$ cat config.mk
export PLATFORM = sky130hd
export DESIGN_NAME = directory_entry_search_top
export DESIGN_NICKNAME = d
export VERILOG_FILES = /design/src/hdl/dsrch_pkg.sv /design/src/hdl/dsrch_front.sv /design/src/hdl/dsrch_queue.sv /design/src/hdl/dsrch_out.sv /design/src/hdl/directory_entry_search_top.sv
export SDC_FILE = /design/constraint.sdc
export NUM_CORES = 1
export LEC_CHECK = 0
export BUFFER_PORTS_ARGS = -buffer_cell sky130_fd_sc_hd__buf_2
export CORE_MARGIN = 8
export CORE_UTILIZATION = 45
export CTS_BUF_LIST = sky130_fd_sc_hd__clkbuf_4 sky130_fd_sc_hd__clkbuf_8
export DETAILED_ROUTE_END_ITERATION = 16
export GPL_TIMING_DRIVEN = 0
export PLACE_DENSITY_LB_ADDON = 0.05
export SETUP_SLACK_MARGIN = 0.2
export SLEW_MARGIN = 20
export SYNTH_ARGS = -nofsm -noshare
export SYNTH_HDL_FRONTEND = slang
export SYNTH_SLANG_ARGS = --single-unit
$ cat constraint.sdc
create_clock -name clk -period 9.4 [get_ports clk]
set_clock_uncertainty 0.05 [all_clocks]
set_input_delay 0.94 -clock clk [delete_from_list [all_inputs] [get_ports clk]]
set_output_delay 0.94 -clock clk [all_outputs]
set_load 0.05 [all_outputs]
$ cat src/hdl/dsrch_pkg.sv
// Shared types and constants for the directory entry search block.
package dsrch_pkg;

	localparam int unsigned MAX_SECTORS_PER_CLUSTER = 128;
	localparam int unsigned SLOTS_PER_SECTOR = 16;
	localparam int unsigned QUEUE_DEPTH = 2;

	localparam int unsigned APB_DATA_W = 64;
	localparam int unsigned APB_ADDR_W = 5;

	localparam logic [1:0] REG_NAME_HEAD = 2'd0;
	localparam logic [1:0] REG_NAME_TAIL = 2'd1;
	localparam logic [1:0] REG_MODE = 2'd2;

	localparam logic [1:0] ACT_BEGIN = 2'd0;
	localparam logic [1:0] ACT_ENTRY = 2'd1;
	localparam logic [1:0] ACT_END = 2'd2;

	localparam logic [1:0] ST_FOUND = 2'd0;
	localparam logic [1:0] ST_NOT_FOUND = 2'd1;
	localparam logic [1:0] ST_FREE = 2'd2;
	localparam logic [1:0] ST_EXTEND = 2'd3;

	localparam logic [27:0] CLUSTER_FIRST = 28'h0000002;
	localparam logic [27:0] CHAIN_END = 28'hFFFFFF8;
	localparam logic [7:0] MARK_END = 8'h00;
	localparam logic [7:0] MARK_DELETED = 8'hE5;
	localparam logic [7:0] ATTR_LONG = 8'h0F;
	localparam int unsigned ATTR_DIR_BIT = 4;

	typedef struct packed {
		logic [1:0] action;
		logic [63:0] name_head;
		logic [23:0] name_tail;
		logic [7:0] attr;
		logic [31:0] start_cluster;
		logic [31:0] size_bytes;
		logic [27:0] entry_cluster;
		logic [6:0] sector_index;
		logic [3:0] slot_index;
	} in_word_t;

	typedef struct packed {
		logic [1:0] status;
		logic [27:0] dir_cluster;
		logic [15:0] byte_offset;
		logic [7:0] found_attr;
		logic [31:0] found_first_cluster;
		logic [31:0] found_size;
		logic found_is_dir;
	} out_word_t;

	typedef struct packed {
		logic [63:0] name_head;
		logic [23:0] name_tail;
		logic mode;
	} cfg_t;

endpackage

$ cat src/hdl/dsrch_front.sv
// Front end: takes entries, tracks the search state and forms result words.
module dsrch_front (
	input logic clk,
	input logic arst_n,
	input logic take,
	input dsrch_pkg::in_word_t in_word,
	input dsrch_pkg::cfg_t cfg,
	output logic push,
	output dsrch_pkg::out_word_t push_word
);

	logic done_q;
	logic [27:0] last_q;
	logic done_d;
	logic [27:0] last_d;
	logic emit;
	logic ecl_ok;
	logic pos_ok;
	logic name_match;
	logic [7:0] b0;
	logic [15:0] offset;

	assign b0 = in_word.name_head[7:0];
	assign ecl_ok = (in_word.entry_cluster >= dsrch_pkg::CLUSTER_FIRST) &&
		(in_word.entry_cluster < dsrch_pkg::CHAIN_END);
	assign pos_ok = ({1'b0, in_word.sector_index} < 8'(dsrch_pkg::MAX_SECTORS_PER_CLUSTER)) &&
		({1'b0, in_word.slot_index} < 5'(dsrch_pkg::SLOTS_PER_SECTOR));
	assign name_match = (in_word.name_head == cfg.name_head) &&
		(in_word.name_tail == cfg.name_tail);
	assign offset = {in_word.sector_index, in_word.slot_index, 5'b00000};

	always_comb begin
		emit = 1'b0;
		push_word = '0;
		done_d = done_q;
		last_d = last_q;
		unique case (in_word.action)
			dsrch_pkg::ACT_BEGIN: begin
				done_d = 1'b0;
				last_d = '0;
			end
			dsrch_pkg::ACT_END: begin
				if (!done_q) begin
					emit = 1'b1;
					if (cfg.mode) begin
						push_word.status = dsrch_pkg::ST_EXTEND;
						push_word.dir_cluster = last_q;
					end else begin
						push_word.status = dsrch_pkg::ST_NOT_FOUND;
					end
				end
			end
			dsrch_pkg::ACT_ENTRY: begin
				if (!done_q && ecl_ok) begin
					last_d = in_word.entry_cluster;
					if (pos_ok) begin
						if (cfg.mode) begin
							if (b0 == dsrch_pkg::MARK_END || b0 == dsrch_pkg::MARK_DELETED) begin
								emit = 1'b1;
								push_word.status = dsrch_pkg::ST_FREE;
								push_word.dir_cluster = in_word.entry_cluster;
								push_word.byte_offset = offset;
							end
						end else if (b0 == dsrch_pkg::MARK_END) begin
							emit = 1'b1;
							push_word.status = dsrch_pkg::ST_NOT_FOUND;
						end else if (b0 != dsrch_pkg::MARK_DELETED &&
							in_word.attr != dsrch_pkg::ATTR_LONG && name_match) begin
							emit = 1'b1;
							push_word.status = dsrch_pkg::ST_FOUND;
							push_word.dir_cluster = in_word.entry_cluster;
							push_word.byte_offset = offset;
							push_word.found_attr = in_word.attr;
							push_word.found_first_cluster = in_word.start_cluster;
							push_word.found_size = in_word.size_bytes;
							push_word.found_is_dir = in_word.attr[dsrch_pkg::ATTR_DIR_BIT];
						end
					end
				end
			end
			default: begin
			end
		endcase
		if (emit) begin
			done_d = 1'b1;
		end
	end

	assign push = take && emit;

	always_ff @(posedge clk or negedge arst_n) begin
		if (!arst_n) begin
			done_q <= 1'b1;
			last_q <= '0;
		end else if (take) begin
			done_q <= done_d;
			last_q <= last_d;
		end
	end

endmodule

$ cat src/hdl/dsrch_queue.sv
// Short result queue between the front end and the output stage.
module dsrch_queue #(
	parameter int unsigned DEPTH = dsrch_pkg::QUEUE_DEPTH
) (
	input logic clk,
	input logic arst_n,
	input logic push,
	input dsrch_pkg::out_word_t push_word,
	input logic pop,
	output logic full,
	output logic nonempty,
	output dsrch_pkg::out_word_t head_word
);

	localparam int unsigned PTR_W = $clog2(DEPTH);
	localparam int unsigned CNT_W = $clog2(DEPTH + 1);

	dsrch_pkg::out_word_t slots_q [DEPTH];
	logic [PTR_W-1:0] wr_ptr_q;
	logic [PTR_W-1:0] rd_ptr_q;
	logic [CNT_W-1:0] count_q;

	assign full = (count_q == CNT_W'(DEPTH));
	assign nonempty = (count_q != '0);
	assign head_word = slots_q[rd_ptr_q];

	always_ff @(posedge clk) begin
		if (push) begin
			slots_q[wr_ptr_q] <= push_word;
		end
	end

	always_ff @(posedge clk or negedge arst_n) begin
		if (!arst_n) begin
			wr_ptr_q <= '0;
			rd_ptr_q <= '0;
			count_q <= '0;
		end else begin
			if (push) begin
				wr_ptr_q <= (wr_ptr_q == PTR_W'(DEPTH - 1)) ? '0 : wr_ptr_q + 1'b1;
			end
			if (pop) begin
				rd_ptr_q <= (rd_ptr_q == PTR_W'(DEPTH - 1)) ? '0 : rd_ptr_q + 1'b1;
			end
			if (push && !pop) begin
				count_q <= count_q + 1'b1;
			end else if (pop && !push) begin
				count_q <= count_q - 1'b1;
			end
		end
	end

endmodule

$ cat src/hdl/dsrch_out.sv
// Output stage: holds one result word until the consumer takes it.
module dsrch_out (
	input logic clk,
	input logic arst_n,
	input logic q_nonempty,
	input dsrch_pkg::out_word_t q_word,
	output logic pop,
	input logic out_stall,
	output logic out_valid,
	output dsrch_pkg::out_word_t out_word
);

	logic valid_q;
	dsrch_pkg::out_word_t word_q;

	assign pop = q_nonempty && (!valid_q || !out_stall);
	assign out_valid = valid_q;
	assign out_word = word_q;

	always_ff @(posedge clk or negedge arst_n) begin
		if (!arst_n) begin
			valid_q <= 1'b0;
		end else if (!valid_q || !out_stall) begin
			valid_q <= q_nonempty;
		end
	end

	always_ff @(posedge clk) begin
		if (pop) begin
			word_q <= q_word;
		end
	end

endmodule

$ cat src/hdl/directory_entry_search_top.sv
// Top level of the directory entry search block with its register port.
// Throughput is one word per cycle; the input stalls only while the result queue is full.
// A result word is written into the queue at the edge that accepts its input word, and
// out_valid rises when the output register, once empty or not stalled, loads it.
// Reset ends any search, clears the last cluster seen, the registers and the queue.
module directory_entry_search_top #(
	parameter int unsigned QUEUE_DEPTH = dsrch_pkg::QUEUE_DEPTH
) (
	input logic clk,
	input logic arst_n,
	input logic psel,
	input logic penable,
	input logic pwrite,
	input logic [dsrch_pkg::APB_ADDR_W-1:0] paddr,
	input logic [dsrch_pkg::APB_DATA_W-1:0] pwdata,
	output logic [dsrch_pkg::APB_DATA_W-1:0] prdata,
	output logic pready,
	input logic in_valid,
	output logic in_stall,
	input dsrch_pkg::in_word_t in_word,
	output logic out_valid,
	input logic out_stall,
	output dsrch_pkg::out_word_t out_word
);

	dsrch_pkg::cfg_t cfg_q;
	logic wr_en;
	logic take;
	logic push;
	logic pop;
	logic q_full;
	logic q_nonempty;
	dsrch_pkg::out_word_t push_word;
	dsrch_pkg::out_word_t q_word;

	assign pready = 1'b1;
	assign wr_en = psel && penable && pwrite && pready;

	always_ff @(posedge clk or negedge arst_n) begin
		if (!arst_n) begin
			cfg_q <= '0;
		end else if (wr_en) begin
			unique case (paddr[4:3])
				dsrch_pkg::REG_NAME_HEAD: cfg_q.name_head <= pwdata;
				dsrch_pkg::REG_NAME_TAIL: cfg_q.name_tail <= pwdata[23:0];
				dsrch_pkg::REG_MODE: cfg_q.mode <= pwdata[0];
				default: begin
				end
			endcase
		end
	end

	always_comb begin
		unique case (paddr[4:3])
			dsrch_pkg::REG_NAME_HEAD: prdata = cfg_q.name_head;
			dsrch_pkg::REG_NAME_TAIL: prdata = {40'd0, cfg_q.name_tail};
			dsrch_pkg::REG_MODE: prdata = {63'd0, cfg_q.mode};
			default: prdata = '0;
		endcase
	end

	assign in_stall = q_full;
	assign take = in_valid && !in_stall;

	dsrch_front u_front (
		.clk(clk),
		.arst_n(arst_n),
		.take(take),
		.in_word(in_word),
		.cfg(cfg_q),
		.push(push),
		.push_word(push_word)
	);

	dsrch_queue #(
		.DEPTH(QUEUE_DEPTH)
	) u_queue (
		.clk(clk),
		.arst_n(arst_n),
		.push(push),
		.push_word(push_word),
		.pop(pop),
		.full(q_full),
		.nonempty(q_nonempty),
		.head_word(q_word)
	);

	dsrch_out u_out (
		.clk(clk),
		.arst_n(arst_n),
		.q_nonempty(q_nonempty),
		.q_word(q_word),
		.pop(pop),
		.out_stall(out_stall),
		.out_valid(out_valid),
		.out_word(out_word)
	);

endmodule

==> out/results.ini <==
[run_status]
status = finished, final reports clean

[clock_tree]
cts_resized = 0
clk_pin_slew_worst_paths_ns = 0.06
cts.path.max_buffers = 3
clk_latency_ns = 0.63
cts_tree = done
htree_levels = 3
clock_tree.root_cell = clkbuf_8
hold_buffers = 0
numCtsBuffers = 79
cts_setup_buffers = 0
cts_sinks = 462

[grt]
overflow = 0
grt_max_degree = 76
antenna_found_initial = 17
first_global_vias = 13030
grtUsageTotal = 0.2132
grt_pass1_wl_mm = 79.61

[floorplan]
ioPinCount = 463
chipHeight_microns = 222.2
die_area_sq_mm = 0.04937
rows = 75
core-area_sq_mm = 0.04195
die-width_microns = 222.2
start_util = 0.4561

[worst_setup_path]
path_max_fanout = 21
crit_type = flip-flop to flip-flop
cp_data_arrival_time_ns = 4.24
cp.required_ns = 9.68
cp-end-kind = flip-flop
ff2ff_setup_slack_ns = 5.44
crit_path_start_kind = flip-flop

[placed_design]
place_congestion = 0.8422
place_area_sq_mm = 0.02239
dp_cells = 2225
numPortBuffers = 453
hpwl_mm = 39.41

[drt]
drt_iter0_markers = 723
wl_per_cell_microns = 22.50
vias = 12020
drc = 0
drt_wl_total_mm = 53.48
antenna_left = 0
viasPerCell = 5.057
dr.pass1.iters = 5

[flow_run]
drv_cap = 0

[finish]
final_common_cell = buf_2
stdcell_count = 2377
mostFrequentLayoutCells = buf_2, edfxtp_1, mux2_2, and2_1, dfrtp_1
fillers = 3524
drive_above_1_share = 0.4611
layout.nets = 2048
area_delta_synth_final_pct = 25.64
fin_area_sq_mm = 0.02404

[sta]
hold_viol = 0
timing.slew.headroom = 0.3830
finalCritPeriodShare = 0.4216
tns_ns = 0
maxSlewViolCount = 0
tightest_slew_ns = 0.9254
max_freq_mhz = 252.3
setup_viol = 0
rsz0062_at_grt = false
fin_crit_ns = 3.963

[logic_synthesis]
ys_ff_latch = 462
synth_edf_count = 339
ys_types = 48
ys_seq_area_frac = 0.6930
yosysWarnings = 0
ys.flop_type = edfxtp_1
netlist_instances = 1218
synthArstFlopShare = 0.2662
avgSynthCellArea_sq_um = 15.71
syn-cell-area_sq_mm = 0.01913

[pwr]
finalPower_mw = 6.443
power_per_cell_area_mw_per_mm2 = 268.0
total_leakage_power_nw = 9.537
peakVddDrop_mv = 0.1863

[hold_path]
hp-class = input port to async pin

-- power by group --
| group | switching [mW] | internal (mW) |
|---|---|---|
| combinational | 1.31 | 0.536 |
| sequential | 0.180 | 2.58 |
| clock | 0.789 | 1.05 |
| total | 2.28 | 4.17 |
-- cells by family after synthesis --
| family | count (synthesis) | synth area share |
|---|---|---|
| DFF | 462 | 0.6930 |
| muxes | 226 | 0.1314 |
| other | 2 | 0.0003925 |
| buffers and inverters | 67 | 0.01825 |
| adders and majority gates | 4 | 0.002616 |
| AOI/OAI and AO/OA | 70 | 0.02616 |
| and+or+nand+nor | 294 | 0.08482 |
| xor gates and xnor gates | 93 | 0.04336 |
-- worst max-delay path: stages (launching register included) --
cell and delay (ns):
dfrtp_1 0.44, xnor2_1 0.21, nand4_1 0.12, nor4_1 0.70, nand4_2 0.29, o211ai_1 0.30
nand2_1 0.21, nor2_4 0.37, buf_12 0.24, buf_12 0.21, buf_16 0.18, buf_16 0.17
buf_16 0.17
-- per-stage QoR --
| stage | setup slack (ns) | hold WS [ns] | utilization |
|---|---|---|---|
| CTS | 5.405 | 0.2317 | 0.5723 |
| floorplan | 1.835 | 0.3964 | - |
| detailed placement | 4.781 | 0.4248 | 0.5338 |
| global placement | -2.208 | 0.4118 | 0.5266 |
| global route | 5.163 | 0.2553 | 0.5728 |
| finish | 5.437 | 0.2583 | 0.5731 |
-- sequential cells by signal, indices dropped and copies added (netlist names) --
name,count
u_out.out_valid,1
cfg_q,89
u_queue.count_q,2
u_queue.wr_ptr_q,1
u_front.done_q,1
u_front.last_q,28
u_queue.rd_ptr_q,1
u_queue.slots_q,226
u_out.out_word,113
-- synth_stat cells, drive strengths merged, types with 2 or more instances --
cell type | n | area (sq um)
xnor2 | 91 | 812.0
mux2i | 24 | 240.2
edfxtp | 339 | 10180
nor2b | 6 | 37.54
nand4 | 29 | 187.7
a41oi | 2 | 17.52
ha | 4 | 50.05
nor4 | 13 | 108.9
nand2 | 71 | 269.0
o211a | 2 | 20.02
nand3 | 4 | 20.02
nor3 | 5 | 25.02
clkbuf | 30 | 112.6
nor2 | 31 | 118.9
xor2 | 2 | 17.52
nor3b | 2 | 15.01
dfrtp | 122 | 3053
mux2 | 202 | 2275
o21ai | 32 | 160.2
a22o | 27 | 236.5
or4 | 2 | 15.01
inv | 5 | 18.77
and2 | 124 | 778.2
conb | 2 | 7.510
a21oi | 2 | 10.01
buf | 32 | 217.7
and3 | 4 | 25.02
-- area by class of cell --
type	instances	area [sq um]	area share
Sequential cell	462	13260	0.5516
Antenna cell	14	35.03	0.001457
Tap cell	539	674.4	0.02805
Inverter	5	26.28	0.001093
Clock buffer	119	1425	0.05928
Multi-Input combinational cell	693	5558	0.2312
Timing Repair Buffer	464	2545	0.1059
Buffer	62	330.3	0.01374
Clock inverter	19	186.4	0.007755
-- path summary, 6_finish.rpt --
path	start	endpoint	cells after the start
max	cfg_q[76]	u_queue.slots_q[0][16]	12
min	arst_n	cfg_q[80]	1
max reg2reg	cfg_q[76]	u_queue.slots_q[0][16]	12
min reg2reg	u_front.last_q[23]	u_front.last_q[23]	2
max in group asynchronous	arst_n	u_front.last_q[20]	2
min in group clk	u_front.last_q[23]	u_front.last_q[23]	2
-- per-layer routing --
| layer | GRT usage | up-vias | routed length [microns] |
|---|---|---|---|
| li1 | - | 5586 | - |
| met1 | 0.2577 | 5920 | 21360 |
| met2 | 0.3576 | 423 | 26630 |
| met3 | 0.07047 | 85 | 4221 |
| met4 | 0.06906 | 6 | 1238 |
| met5 | 0 | - | 34 |
Note: power is estimated with default switching activity, not from simulation.
